<file path="src/hw/rtl/jms_pkg.sv">
// Shared types and constants for the JTAG master shift engine.
// Holds the microcode word layout and the microprogram ROM.
// No dependencies.
package jms_pkg;

	localparam int DATA_W     = 64;
	localparam int ACT_W      = 3;
	localparam int BCNT_W     = 7;
	localparam int IRL_W      = 6;
	localparam int IR_LEN_MAX = 32;
	localparam int UPC_W      = 3;
	localparam int PAT_W      = 5;

	// Command codes carried in s_tuser
	localparam logic [ACT_W-1:0] ACT_RESET = 3'd0;
	localparam logic [ACT_W-1:0] ACT_PATH  = 3'd1;
	localparam logic [ACT_W-1:0] ACT_SHIFT = 3'd2;
	localparam logic [ACT_W-1:0] ACT_IDLE  = 3'd3;
	localparam logic [ACT_W-1:0] ACT_IR    = 3'd4;

	// Microprogram addresses; the first five equal the command codes
	localparam logic [UPC_W-1:0] UPC_RESET    = 3'd0;
	localparam logic [UPC_W-1:0] UPC_PATH     = 3'd1;
	localparam logic [UPC_W-1:0] UPC_SHIFT    = 3'd2;
	localparam logic [UPC_W-1:0] UPC_IDLE     = 3'd3;
	localparam logic [UPC_W-1:0] UPC_IR_RST   = 3'd4;
	localparam logic [UPC_W-1:0] UPC_IR_PATH  = 3'd5;
	localparam logic [UPC_W-1:0] UPC_IR_SHIFT = 3'd6;

	// TMS source select
	localparam logic [2:0] TMS_ONE      = 3'd0;
	localparam logic [2:0] TMS_DATA     = 3'd1;
	localparam logic [2:0] TMS_PAT      = 3'd2;
	localparam logic [2:0] TMS_FTMS     = 3'd3;
	localparam logic [2:0] TMS_LAST_F   = 3'd4;
	localparam logic [2:0] TMS_LAST_ONE = 3'd5;

	// Tick count source select
	localparam logic [1:0] CNT_FIVE = 2'd0;
	localparam logic [1:0] CNT_BITS = 2'd1;
	localparam logic [1:0] CNT_IRL  = 2'd2;

	localparam logic [PAT_W-1:0] IR_PATH_PATTERN = 5'b00110;
	localparam logic [IRL_W-1:0] IRL_RESET       = 6'd10;

	typedef struct packed {
		logic [2:0]       tms_sel;
		logic             tdi_data;
		logic             use_data;
		logic             use_pat;
		logic             cap;
		logic [1:0]       cnt_sel;
		logic             is_end;
		logic [UPC_W-1:0] next_upc;
	} ucw_t;

	typedef struct packed {
		logic load;
		logic tick;
		logic seg_last;
		logic last;
		ucw_t cw;
	} ctl_t;

	function automatic ucw_t jms_rom(input logic [UPC_W-1:0] upc);
		ucw_t w;
		w = '0;
		w.is_end = 1'b1;
		case (upc)
			UPC_RESET: begin
				w.tms_sel = TMS_ONE;
				w.cnt_sel = CNT_FIVE;
			end
			UPC_PATH: begin
				w.tms_sel  = TMS_DATA;
				w.use_data = 1'b1;
				w.cnt_sel  = CNT_BITS;
			end
			UPC_SHIFT: begin
				w.tms_sel  = TMS_LAST_F;
				w.tdi_data = 1'b1;
				w.use_data = 1'b1;
				w.cap      = 1'b1;
				w.cnt_sel  = CNT_BITS;
			end
			UPC_IDLE: begin
				w.tms_sel = TMS_FTMS;
				w.cnt_sel = CNT_BITS;
			end
			UPC_IR_RST: begin
				w.tms_sel  = TMS_ONE;
				w.cnt_sel  = CNT_FIVE;
				w.is_end   = 1'b0;
				w.next_upc = UPC_IR_PATH;
			end
			UPC_IR_PATH: begin
				w.tms_sel  = TMS_PAT;
				w.use_pat  = 1'b1;
				w.cnt_sel  = CNT_FIVE;
				w.is_end   = 1'b0;
				w.next_upc = UPC_IR_SHIFT;
			end
			UPC_IR_SHIFT: begin
				w.tms_sel  = TMS_LAST_ONE;
				w.tdi_data = 1'b1;
				w.use_data = 1'b1;
				w.cap      = 1'b1;
				w.cnt_sel  = CNT_IRL;
			end
			default: begin
				w.tms_sel = TMS_ONE;
			end
		endcase
		return w;
	endfunction

endpackage

</file>
<file path="src/hw/rtl/jms_cfg.sv">
// APB-style register file for the JTAG master shift engine.
// Holds ir_length. Depends on jms_pkg.
module jms_cfg (
	input  logic                      clk,
	input  logic                      arst_n,
	input  logic                      psel,
	input  logic                      penable,
	input  logic                      pwrite,
	input  logic [2:0]                paddr,
	input  logic [31:0]               pwdata,
	output logic [31:0]               prdata,
	output logic                      pready,
	output logic [jms_pkg::IRL_W-1:0] ir_length
);

	logic [jms_pkg::IRL_W-1:0] ir_length_q;

	assign pready = 1'b1;

	always_ff @(posedge clk or negedge arst_n) begin
		if (!arst_n) begin
			ir_length_q <= jms_pkg::IRL_RESET;
		end else if (psel && penable && pwrite && pready && (paddr[2] == 1'b0)) begin
			ir_length_q <= pwdata[jms_pkg::IRL_W-1:0];
		end
	end

	assign prdata    = (paddr[2] == 1'b0) ? {{(32-jms_pkg::IRL_W){1'b0}}, ir_length_q} : 32'd0;
	assign ir_length = ir_length_q;

endmodule

</file>
<file path="src/hw/rtl/jms_sequencer.sv">
// Microprogram sequencer: program counter, tick counter and step jumps.
// Reads control words from the ROM in jms_pkg.
module jms_sequencer #(
	parameter int MAX_SHIFT_BITS = 64
) (
	input  logic                       clk,
	input  logic                       arst_n,
	input  logic                       s_tvalid,
	output logic                       s_tready,
	input  logic [jms_pkg::ACT_W-1:0]  action,
	input  logic [jms_pkg::BCNT_W-1:0] bit_count,
	input  logic [jms_pkg::IRL_W-1:0]  ir_length,
	input  logic                       out_free,
	output jms_pkg::ctl_t              ctl
);

	localparam int CNT_MAX = (MAX_SHIFT_BITS > jms_pkg::IR_LEN_MAX) ?
		MAX_SHIFT_BITS : jms_pkg::IR_LEN_MAX;
	localparam int CNT_W = $clog2(CNT_MAX + 1);

	logic                      busy_q;
	logic [jms_pkg::UPC_W-1:0] upc_q;
	logic [CNT_W-1:0]          rem_q;

	logic [CNT_W-1:0]    bits_sat;
	logic [CNT_W-1:0]    irl_clamp;
	logic [CNT_W-1:0]    entry_cnt;
	logic [CNT_W-1:0]    next_cnt;
	jms_pkg::ucw_t       cw;
	jms_pkg::ucw_t       entry_cw;
	jms_pkg::ucw_t       next_cw;
	logic                take;
	logic                start;
	logic                tick;
	logic                seg_last;

	function automatic logic [CNT_W-1:0] cnt_of(input logic [1:0] sel,
			input logic [CNT_W-1:0] bits, input logic [CNT_W-1:0] irl);
		logic [CNT_W-1:0] c;
		case (sel)
			jms_pkg::CNT_FIVE: c = CNT_W'(5);
			jms_pkg::CNT_BITS: c = bits;
			jms_pkg::CNT_IRL:  c = irl;
			default:           c = CNT_W'(5);
		endcase
		return c;
	endfunction

	always_comb begin
		if (bit_count > jms_pkg::BCNT_W'(MAX_SHIFT_BITS)) begin
			bits_sat = CNT_W'(MAX_SHIFT_BITS);
		end else begin
			bits_sat = CNT_W'(bit_count);
		end
		if (ir_length == '0) begin
			irl_clamp = CNT_W'(1);
		end else if (ir_length > jms_pkg::IRL_W'(jms_pkg::IR_LEN_MAX)) begin
			irl_clamp = CNT_W'(jms_pkg::IR_LEN_MAX);
		end else begin
			irl_clamp = CNT_W'(ir_length);
		end
	end

	assign cw        = jms_pkg::jms_rom(upc_q);
	assign entry_cw  = jms_pkg::jms_rom(action);
	assign next_cw   = jms_pkg::jms_rom(cw.next_upc);
	assign entry_cnt = cnt_of(entry_cw.cnt_sel, bits_sat, irl_clamp);
	assign next_cnt  = cnt_of(next_cw.cnt_sel, bits_sat, irl_clamp);

	assign s_tready = !busy_q;
	assign take     = s_tvalid && s_tready;
	// drop unknown commands and empty counts
	assign start    = take && (action <= jms_pkg::ACT_IR) && (entry_cnt != '0);
	assign tick     = busy_q && out_free;
	assign seg_last = (rem_q == CNT_W'(1));

	always_ff @(posedge clk or negedge arst_n) begin
		if (!arst_n) begin
			busy_q <= 1'b0;
			upc_q  <= jms_pkg::UPC_RESET;
			rem_q  <= '0;
		end else if (start) begin
			busy_q <= 1'b1;
			upc_q  <= action;
			rem_q  <= entry_cnt;
		end else if (tick) begin
			if (seg_last) begin
				if (cw.is_end) begin
					busy_q <= 1'b0;
				end else begin
					upc_q <= cw.next_upc;
					rem_q <= next_cnt;
				end
			end else begin
				rem_q <= rem_q - CNT_W'(1);
			end
		end
	end

	always_comb begin
		ctl.load     = take;
		ctl.tick     = tick;
		ctl.seg_last = seg_last;
		ctl.last     = seg_last && cw.is_end;
		ctl.cw       = cw;
	end

endmodule

</file>
<file path="src/hw/rtl/jms_datapath.sv">
// Shift datapath: TDI/pattern shifters, TDO capture mask, output word register.
// Driven by control words from jms_sequencer. Depends on jms_pkg.
module jms_datapath (
	input  logic                       clk,
	input  logic                       arst_n,
	input  jms_pkg::ctl_t              ctl,
	input  logic [jms_pkg::DATA_W-1:0] data_out,
	input  logic                       final_tms,
	input  logic [jms_pkg::DATA_W-1:0] tdo_bits,
	output logic                       out_free,
	output logic                       m_tvalid,
	input  logic                       m_tready,
	output logic                       tms_level,
	output logic                       tdi_level,
	output logic                       last_tick,
	output logic [jms_pkg::DATA_W-1:0] captured
);

	logic [jms_pkg::DATA_W-1:0] data_q;
	logic [jms_pkg::DATA_W-1:0] tdo_q;
	logic [jms_pkg::DATA_W-1:0] mask_q;
	logic [jms_pkg::PAT_W-1:0]  pat_q;
	logic                       ftms_q;

	logic                       out_valid_q;
	logic                       tms_q;
	logic                       tdi_q;
	logic                       last_q;
	logic [jms_pkg::DATA_W-1:0] cap_q;

	logic                       tms_nxt;
	logic                       tdi_nxt;
	logic [jms_pkg::DATA_W-1:0] mask_nxt;

	assign mask_nxt = {mask_q[jms_pkg::DATA_W-2:0], 1'b1};

	always_comb begin
		case (ctl.cw.tms_sel)
			jms_pkg::TMS_ONE:      tms_nxt = 1'b1;
			jms_pkg::TMS_DATA:     tms_nxt = data_q[0];
			jms_pkg::TMS_PAT:      tms_nxt = pat_q[0];
			jms_pkg::TMS_FTMS:     tms_nxt = ftms_q;
			jms_pkg::TMS_LAST_F:   tms_nxt = ctl.seg_last && ftms_q;
			jms_pkg::TMS_LAST_ONE: tms_nxt = ctl.seg_last;
			default:               tms_nxt = 1'b0;
		endcase
		tdi_nxt = ctl.cw.tdi_data && data_q[0];
	end

	// operand registers: load on accept, advance one bit per tick
	always_ff @(posedge clk) begin
		if (ctl.load) begin
			data_q <= data_out;
			tdo_q  <= tdo_bits;
			ftms_q <= final_tms;
			pat_q  <= jms_pkg::IR_PATH_PATTERN;
			mask_q <= '0;
		end else if (ctl.tick) begin
			if (ctl.cw.use_data) begin
				data_q <= {1'b0, data_q[jms_pkg::DATA_W-1:1]};
			end
			if (ctl.cw.use_pat) begin
				pat_q <= {1'b0, pat_q[jms_pkg::PAT_W-1:1]};
			end
			if (ctl.cw.cap) begin
				mask_q <= mask_nxt;
			end
		end
	end

	assign out_free = !out_valid_q || m_tready;

	always_ff @(posedge clk or negedge arst_n) begin
		if (!arst_n) begin
			out_valid_q <= 1'b0;
		end else if (ctl.tick) begin
			out_valid_q <= 1'b1;
		end else if (m_tready) begin
			out_valid_q <= 1'b0;
		end
	end

	always_ff @(posedge clk) begin
		if (ctl.tick) begin
			tms_q  <= tms_nxt;
			tdi_q  <= tdi_nxt;
			last_q <= ctl.last;
			cap_q  <= (ctl.last && ctl.cw.cap) ? (tdo_q & mask_nxt) : '0;
		end
	end

	assign m_tvalid  = out_valid_q;
	assign tms_level = tms_q;
	assign tdi_level = tdi_q;
	assign last_tick = last_q;
	assign captured  = cap_q;

endmodule

</file>
<file path="src/hw/rtl/jtag_master_shift_engine_core.sv">
// Top level of the JTAG master shift engine.
// Instantiates jms_cfg, jms_sequencer and jms_datapath; depends on jms_pkg.
//
//  port group  | dir | word                                   | accepted when
//  s_*         | in  | tuser=action, tdata=command operands   | s_tvalid && s_tready
//  m_*         | out | tdata=tms,tdi,captured; tlast=last tick| m_tvalid && m_tready
//  APB         | in  | ir_length at byte address 0            | psel&&penable&&pwrite
//
// A command is accepted only while idle and then runs as TCK ticks: 5 for reset,
// bit_count (1..MAX_SHIFT_BITS) for path, shift and idle, 10 + ir_length (held to
// 1..32) for an instruction shift. The single tick counter of the sequencer sets this.
// A low m_tready freezes the sequencer with the pending word held in the output
// register. Reset leaves ir_length at 10 and the engine idle; no clearing pass.
module jtag_master_shift_engine_core #(
	parameter int MAX_SHIFT_BITS = 64
) (
	input  logic         clk,
	input  logic         arst_n,
	input  logic         s_tvalid,
	output logic         s_tready,
	// [6:0] bit_count, [70:7] data_out, [71] final_tms, [135:72] tdo_bits
	input  logic [135:0] s_tdata,
	// [2:0] action
	input  logic [2:0]   s_tuser,
	output logic         m_tvalid,
	input  logic         m_tready,
	// [0] tms_level, [1] tdi_level, [65:2] captured, [71:66] zero
	output logic [71:0]  m_tdata,
	output logic         m_tlast,
	input  logic         psel,
	input  logic         penable,
	input  logic         pwrite,
	input  logic [2:0]   paddr,
	input  logic [31:0]  pwdata,
	output logic [31:0]  prdata,
	output logic         pready
);

	logic [jms_pkg::IRL_W-1:0]  ir_length;
	logic                       out_free;
	jms_pkg::ctl_t              ctl;
	logic                       tms_level;
	logic                       tdi_level;
	logic [jms_pkg::DATA_W-1:0] captured;

	jms_cfg u_cfg (
		.clk       (clk),
		.arst_n    (arst_n),
		.psel      (psel),
		.penable   (penable),
		.pwrite    (pwrite),
		.paddr     (paddr),
		.pwdata    (pwdata),
		.prdata    (prdata),
		.pready    (pready),
		.ir_length (ir_length)
	);

	jms_sequencer #(
		.MAX_SHIFT_BITS (MAX_SHIFT_BITS)
	) u_seq (
		.clk       (clk),
		.arst_n    (arst_n),
		.s_tvalid  (s_tvalid),
		.s_tready  (s_tready),
		.action    (s_tuser),
		.bit_count (s_tdata[6:0]),
		.ir_length (ir_length),
		.out_free  (out_free),
		.ctl       (ctl)
	);

	jms_datapath u_dp (
		.clk       (clk),
		.arst_n    (arst_n),
		.ctl       (ctl),
		.data_out  (s_tdata[70:7]),
		.final_tms (s_tdata[71]),
		.tdo_bits  (s_tdata[135:72]),
		.out_free  (out_free),
		.m_tvalid  (m_tvalid),
		.m_tready  (m_tready),
		.tms_level (tms_level),
		.tdi_level (tdi_level),
		.last_tick (m_tlast),
		.captured  (captured)
	);

	assign m_tdata = {6'd0, captured, tdi_level, tms_level};

endmodule
</file>
<file path="config.mk">
export PLATFORM = sky130hd
export DESIGN_NAME = jtag_master_shift_engine_core
export DESIGN_NICKNAME = d
export VERILOG_FILES = /design/src/hw/rtl/jms_pkg.sv /design/src/hw/rtl/jms_cfg.sv /design/src/hw/rtl/jms_sequencer.sv /design/src/hw/rtl/jms_datapath.sv /design/src/hw/rtl/jtag_master_shift_engine_core.sv
export SDC_FILE = /design/constraint.sdc
export NUM_CORES = 1
export LEC_CHECK = 0
export ABC_AREA = 1
export BUFFER_PORTS_ARGS = -buffer_cell sky130_fd_sc_hd__buf_2
export CAP_MARGIN = 20
export CORE_ASPECT_RATIO = 0.9
export CORE_MARGIN = 5
export CORE_UTILIZATION = 54
export CTS_CLUSTER_SIZE = 8
export DETAILED_ROUTE_END_ITERATION = 7
export PLACE_DENSITY = 0.81
export SKIP_LAST_GASP = 1
export SLEW_MARGIN = 20
export SYNTH_ARGS = -nofsm -noshare
export SYNTH_HDL_FRONTEND = slang
export SYNTH_HIERARCHICAL = 1
export SYNTH_SLANG_ARGS = --single-unit
</file>
<file path="constraint.sdc">
create_clock -name clk -period 6.29 [get_ports clk]
set_input_delay 0.9435 -clock clk [delete_from_list [all_inputs] [get_ports clk]]
set_output_delay 0.9435 -clock clk [all_outputs]
set_load 0.02 [all_outputs]
</file>
# Yosys cells after proc, flatten, opt, wreduce, memory -nomap -nowiden
# Index checks and enable logic that the tools add are counted.
# word_totals
ff_bits	280
input_bits	181
output_inout_bits	108
# op_classes
addsub	1
order_cmp	3
eq_ne	26
muxes	31
bitwise_logic	2
reduce_logical	33
# op_table
operator	count
64-bit two-way mux	3
64-bit bitwise AND	1
7-bit two-way mux	6
7-bit case mux with 2 select lines	2
3-bit by 2-bit equality test with 1-bit output, second input constant	8
3-bit equality test, second input constant	7
3-bit case mux with 5 select lines	1
3-bit by 1-bit equality test with 1-bit output, second input constant	4
3-bit two-way mux	4
6-bit two-way mux	2
2-bit nonzero test	6
1-bit logical AND	11
1-bit two-way mux	9
3-bit OR reduction	3
2-bit case mux with 2 select lines	2
4-bit case mux with 2 select lines	1
2-bit AND reduction	4
7-bit by 1-bit equality test with 1-bit output, second input constant	1
7-bit greater-than comparator, second input constant	1
7-bit nonzero test	1
7-bit by 1-bit subtractor with 7-bit output, second input constant	1
6-bit greater-than comparator, second input constant	1
6-bit zero test	1
1-bit case mux with 6 select lines	1
11 further kinds	15

# Logic depth before layout (Yosys ltp)
# Gate-level depths: netlist (run 1).
# depth
word_depth	11
mapped_depth	13
ltp_nobuf	13

# By module
# The synthesis (run 1) kept the hierarchy.
# modules_own_cells
mod	instances	cells_each	area_per_inst_um2	seq_area_each_um2
jms_datapath	1	848	9614.2	7231.9
jms_sequencer	1	181	1127.3	275.3
jms_cfg	1	70	516.7	152.6
jtag_master_shift_engine_core	1	9	63.8	0.0

# Worst setup path after synthesis (run 1)
# No wires, ideal clock.
# synth_path
path_type	in2reg
start	input s_tvalid
end	register u_dp/data_q[0] (netlist bit) (enable)
setup_time_ns	0.423
arrival_time_ns	3.346
required_ns	5.867
setup_slack_ns	2.521
cell_stages	7
path_cell_list	nand2_1 > inv_1 > buf_4 > inv_2 > buf_2 > buf_2 > nand2_1
# synth_between
elab_chain_cells	3
word_cells_on_any_way	4
classes_between	4 x reduce/logical
# synth_lines
element	line_no	text
start, declared	jtag_master_shift_engine_core.sv:19	input logic s_tvalid,
1-bit logical AND (*)	jms_sequencer.sv:71	assign take = s_tvalid && s_tready;
named net u_seq.take	jms_sequencer.sv:32	logic take;
2-bit nonzero test (no line)	-	
2-bit AND reduction (no line) (*)	-	
end signal, assigned	jms_datapath.sv:53	data_q <= data_out;
end signal, assigned	jms_datapath.sv:60	data_q <= {1'b0, data_q[jms_pkg::DATA_W-1:1]};
end, declared	jms_datapath.sv:19	logic [jms_pkg::DATA_W-1:0] data_q;
# The timed path passes the listed nets; every way through them passes the cells marked *.
# A chain may end at the register's enable or synchronous reset.

==> results of run 1 <==
-- area by class of cell --
type / instances / area, sq um
timing repair buffer: 233 / 1180
clock inverter: 2 / 46.3
tap: 286 / 358
inverter: 58 / 228
antenna: 1 / 2.50
sequential: 280 / 7660
fill: 1610 / 7110
clock buffer: 72 / 1140
multi-input combinational: 715 / 2980
-- worst max-delay path, cell delays in order --
cell	delay [ns]
buf_2	0.07
inv_1	0.03
nand2_1	0.06
nand2_1	0.16
inv_2	0.13
buf_4	0.68
nand2_1	0.16
nand2_2	0.09
buf_4	0.62
-- flip-flops by register name, summed over array words and instances, names as in the netlist --
| name | cells |
|---|---|
| u_dp/data_q | 64 |
| u_cfg/ir_length | 6 |
| u_dp/captured | 64 |
| u_seq/rem_q | 7 |
| u_dp/pat_q | 3 |
| u_dp/tdi_level | 1 |
| u_dp/tdo_q | 64 |
| u_dp/ftms_q | 1 |
| u_dp/tms_level | 1 |
| u_seq/busy_q | 1 |
| u_dp/m_tvalid | 1 |
| u_seq/upc_q | 3 |
| u_dp/mask_q | 63 |
| u_dp/last_tick | 1 |
-- power by group through the flow --
stage	registers (W)	clock network, W	logic [W]
CTS	0.00315	0.00201	0.00178
global route	0.00321	0.00212	0.00200
global placement	0.00315	0	0.00170
floorplan	0.00329	0	0.00117
detailed placement	0.00317	0	0.00177
finish	0.00315	0.00197	0.00176
-- layout by cell type, fill, tap and decap left out, types with 2 or more instances in the layout --
cell type  count
nand2_1      322
o31ai_1        2
nand4_1        4
nor2_2         5
dfstp_2        2
nand2_4        4
o211ai_1       2
nor2_4         2
a21oi_1        6
nand3_1       28
o21ai_1       14
nor2_1       214
buf_4          6
conb_1        33
ha_1           2
dfrtp_1       16
edfxtp_1     196
nand2_2        5
clkbuf_1      31
inv_1         47
xor2_1         2
clkbuf_16     41
inv_2          7
buf_2        227
nand3_2        2
inv_4          2
nor3_1         2
o21ai_0       60
dfxtp_1       66
-- per-layer routing --
| metal | GRT usage [%] | vias up | wire length [microns] |
|---|---|---|---|
| li1 | - | 3977 | - |
| met1 | 26.2 | 3656 | 9880 |
| met2 | 31.2 | 331 | 11100 |
| met3 | 5.16 | 48 | 2090 |
| met4 | 5.66 | 6 | 507 |
| met5 | 0 | - | 46 |
-- worst max path at each step --
stage / startpoint / endpoint / slack (ns) / cells past startpoint
global route: m_tready / u_dp/data_q[20] / 3.18 / 9
floorplan: s_tvalid / u_dp/data_q[0] / 2.52 / 7
detailed placement: m_tready / u_dp/data_q[18] / 2.83 / 9
finish: m_tready / u_dp/data_q[20] / 3.40 / 9
global placement: m_tready / u_dp/data_q[19] / 2.86 / 9
CTS: m_tready / u_dp/data_q[62] / 3.37 / 9
-- stage by stage --
step | utilization [%] | cell area [sq um] | total power, W | std cells
global placement | 59.9 | 12400 | 0.00485 | 1572
CTS | 65.7 | 13600 | 0.00694 | 1646
global route | 65.7 | 13600 | 0.00733 | 1647
detailed placement | 59.9 | 12400 | 0.00494 | 1572
floorplan | - | 11400 | 0.00446 | 1135
finish | 65.7 | 13600 | 0.00687 | 1647
==> results.tsv, run 1 <==
stage	metric	value	unit
placed_design	dpl_worst_slack	2.83	ns
logic_synthesis	synth_area_per_cell	10.2	sq um
run	maxCapViolCount	0	
die	dieArea	23900	sq um
drt	firstDrtPassIters	5	
sta	finalSetupViolations	0	
power	p_clk_share	28.7	%
critical_path	crit_path_start_kind	primary input	
power	power.density	505	nW/um^2
die	die_x	163	microns
placed_design	io_buffers	227	
drt	wire_per_inst	14.4	microns
sta	fin_skew	0.0142	ns
critical_path	path_class	primary input to flop	
power	peakVddDrop	0.269	mV
clock_network	h-tree-depth	2	
global_routing	grt_pass1_vias	7681	
placed_design	gp_congestion	0.840	
placed_design	hpwl	15.2	mm
drt	routed_wl	23.7	mm
logic_synthesis	syn_area	11300	sq um
critical_path	r2r-start	u_dp/m_tvalid	
power	power_frac_seq	45.8	%
clock_network	cts_resized	0	
drt	vias_per_cell	4.87	
final_layout	layout.nets	1511	
outcome	outcome	complete, no violations	
critical_path	reg2reg_slack	3.54	ns
drt	drc	0	
sta	hold_slack	0.371	ns
die	start_util	54.6	%
sta	finalHoldViolCount	0	
global_routing	grtUsageTotal	19.4	%
sta	slew-limit-headroom	35.5	%
sta	rsz0062_at_grt	false	
clock_network	path_clk_slew	0.05	ns
die	num_rows	50	
power	combPwrFrac	25.6	%
power	swShare	32.7	%
sta	fmax	0.346	GHz
sta	worstMarginPinSlew	0.967	ns
drt	dr.first_iter.drc_count	714	
logic_synthesis	ys_warn_count	6	
global_routing	grt_first_pass_wirelength	38.0	mm
critical_path	r2r_end	u_dp/data_q[20]	
logic_synthesis	syn_inst	1105	
critical_path	cp_max_fo	70	
clock_network	cts-root-buf	clkbuf_16	
clock_network	cts_hold_buf	0	
die	die_y	147	microns
critical_path	arrival	3.02	ns
sta	min_period	2.89	ns
final_layout	syn2layout_area_growth	20.2	%
clock_network	clk_path_buf_depth	3	
critical_path	worstPathRequired	6.41	ns
critical_path	r2r_cells	7	
sta	finalSetupTns	0	ns
die	ios	289	
die	placeableCoreArea	20700	sq um
drt	ant_nets	0	
global_routing	grt_overflow	0	
clock_network	cts_setup_buffers	0	
global_routing	grt_max_degree	102	
sta	maxSlewViolCount	0	
clock_network	insertion_delay	0.51	ns
final_layout	drive_gt1_share	22.5	%
clock_network	cts_tree	built	
clock_network	clock-sinks	280	
clock_network	cts_made_buffers	40	
power	power.net_switching	0.00225	W
sta	fin_crit_sh	46.0	%
power	p_leak	5.99	nW
hold_path	hp-class	primary input to async pin	
global_routing	antenna_found_initial	4	
critical_path	endpoint_kind	flop	
sta	postLayoutSetupSlackWorst	3.40	ns
power	p_int	0.00462	W
drt	num_vias	8018	
No activity file was read; power rests on OpenSTA's default activity.
==> inputs of run 2 (changes only) <==
Settings changed: CORE_UTILIZATION 54 to 53, PLACE_DENSITY 0.81 to 0.8.
Clock period 6.29 ns to 2.9 ns, I/O delays scaled along.
==> run 2 against run 1 <==
Effect of this change: sequential power rose by 120%; via count rose by 0.50%; largest power group unchanged; critical path type is now flop to flop; sequential share of layout area fell by 0.39 points; combinational power rose by 120%.
==> results.tsv, run 2 (same netlist as run 1, synthesis figures left out) <==
stage	metric	value	unit	change
drt	ant_nets	0		unchanged
placed_design	io_buffers	227		unchanged
global_routing	globalRouteMet1Util	25.6	%	-0.64 points
power	swShare	32.7	%	about the same
drt	vias_per_cell	4.87		+0.13%
sta	fin_skew	0.0206	ns	+0.00638 ns
die	num_rows	50		unchanged
critical_path	worstPathCellList	inv_1 > ha_1 > nand3_2 > nor2_2 > nand2_2 > buf_4 > nor2_1		
global_routing	grt_overflow	0		unchanged
sta	fin_crit_sh	76.9	%	
global_routing	grt_max_degree	131		+28%
critical_path	endpoint_kind	flop		
drt	firstDrtPassIters	5		unchanged
run	maxCapViolCount	0		unchanged
placed_design	hpwl	15.7	mm	+3.8%
power	power.net_switching	0.00493	W	+120%
placed_design	gp_congestion	0.810		-3.6%
clock_network	cts_made_buffers	41		+2.5%
critical_path	crit_path_start_kind	flop		
sta	fmax	0.448	GHz	
final_layout	design_area	13700	sq um	+0.69%
power	power_frac_seq	45.3	%	-0.5 points
power	peakVddDrop	0.597	mV	+120%
final_layout	layout_common_cells	nand2_1, buf_2, nor2_1, edfxtp_1, dfxtp_1		
outcome	outcome	complete, no violations		
drt	dr.first_iter.drc_count	565		-21%
power	p_clk_share	28.8	%	about the same
die	die_y	149	microns	+0.88%
critical_path	slowest_stage	dfrtp_1		
global_routing	grt_use_met2	31.6	%	+0.38 points
drt	routed_wl	24.2	mm	+2.2%
global_routing	grt_pass1_vias	7945		+3.4%
sta	finalHoldViolCount	0		unchanged
global_routing	grt_first_pass_wirelength	38.5	mm	+1.2%
power	p_total	0.0151	W	+120%
drt	wire_per_inst	14.6	microns	+1.9%
power	p_leak	6.03	nW	+0.73%
final_layout	drive_gt1_share	22.8	%	+0.27 points
sta	finalSetupViolations	0		unchanged
clock_network	h-tree-depth	2		unchanged
sta	min_period	2.23	ns	
critical_path	critPathBufInv	2		-3
critical_path	cp_max_fo	29		-59%
final_layout	syn2layout_area_growth	21.1	%	
hold_path	hp-class	primary input to flop		
power	combPwrFrac	25.8	%	+0.2 points
sta	hold_slack	0.0878	ns	-0.284 ns
power	power.density	1100	nW/um^2	+120%
die	placeableCoreArea	20900	sq um	+0.91%
critical_path	critical_path.max_stage_delay	0.40	ns	-0.28 ns
global_routing	grt_util_met3	5.13	%	-0.035 points
power	p_int	0.0101	W	+120%
final_layout	fillCellCount	1654		+2.7%
global_routing	grtUsageTotal	19.5	%	+0.11 points
clock_network	cts_tree	built		
die	die_x	164	microns	+0.88%
sta	rsz0062_at_grt	false		
clock_network	cts-root-buf	clkbuf_16		
critical_path	worstPathRequired	3.26	ns	-3.15 ns
clock_network	path_clk_slew	0.05	ns	about the same
drt	drc	0		unchanged
critical_path	arrival	2.59	ns	-0.43 ns
global_routing	antenna_found_initial	5		+1
clock_network	insertion_delay	0.52	ns	about the same
placed_design	place_area	12500	sq um	+0.48%
sta	maxSlewViolCount	0		unchanged
clock_network	clock-sinks	280		unchanged
sta	slew-limit-headroom	55.7	%	+20 points
global_routing	busiest_layer	met2		
clock_network	clk_path_buf_depth	3		unchanged
drt	num_vias	8058		+0.50%
final_layout	layout.nets	1516		+0.33%
die	ios	289		unchanged
sta	finalSetupTns	0	ns	unchanged
die	start_util	54.1	%	-0.49 points
die	dieArea	24400	sq um	+1.8%
final_layout	layout_commonest_cell	nand2_1		
critical_path	path_delay_family	simple AND/OR/NAND/NOR gates		
critical_path	path_class	flop to flop		
sta	worstMarginPinSlew	0.664	ns	-0.303 ns
run 2: final cells by class:
cell class	count	area, sq um	share of cell area, %
flip-flops and latches	280	7660	55.9
multi-input cells	715	2980	21.8
repair buffers	237	1250	9.14
clock buffers	73	1170	8.52
well taps	286	358	2.61
inverters	58	228	1.66
clock inverters	3	45.0	0.329
diodes	1	2.50	0.0183
run 2: path summary, 6_finish.rpt:
check | slack (ns) | startpoint | end | depth (start not counted)
min in group asynchronous | 0.40 | arst_n | u_cfg/ir_length[0] | 2
max in group asynchronous | 2.17 | arst_n | u_cfg/ir_length[1] | 2
min | 0.09 | s_tdata[119] | u_dp/tdo_q[47] | 1
max reg2reg | 0.67 | u_seq/rem_q[1] | u_dp/captured[17] | 7
min reg2reg | 0.48 | u_dp/pat_q[1] | u_dp/pat_q[1] | 2
max | 0.67 | u_seq/rem_q[1] | u_dp/captured[17] | 7
run 2: routing by layer:
metal	share of wire (%)	up-vias
met5	0.25	-
met4	2.3	8
met3	8.1	58
met2	47	303
met1	42	3689
li1	-	4000
run 2: power by group through the flow:
| stage | registers (W) | clock network (W) | logic (W) |
|---|---|---|---|
| after floorplan | 0.00712 | 0 | 0.00255 |
| after global routing | 0.00697 | 0.00465 | 0.00439 |
| after global placement | 0.00682 | 0 | 0.00376 |
| after detailed placement | 0.00688 | 0 | 0.00391 |
| final | 0.00683 | 0.00435 | 0.00389 |
| after CTS | 0.00684 | 0.00446 | 0.00393 |
run 2: per-stage QoR:
| stage | instances | utilization [%] | setup slack, ns |
|---|---|---|---|
| after CTS | 1652 | 65.5 | 0.653 |
| after floorplan | 1135 | - | 0.118 |
| after detailed placement | 1575 | 59.7 | 0.651 |
| after global placement | 1575 | 59.7 | 0.761 |
| final | 1653 | 65.5 | 0.669 |
| after global routing | 1653 | 65.5 | 0.500 |
run 2: repair_timing:
| item | 4_1_cts | 5_1_grt |
|---|---|---|
| hold buffers | 1 | 0 |
| gates resized for setup | 0 | 0 |
| buffers inserted | 0 | 0 |
| hold endpoints to repair | 16 | 0 |
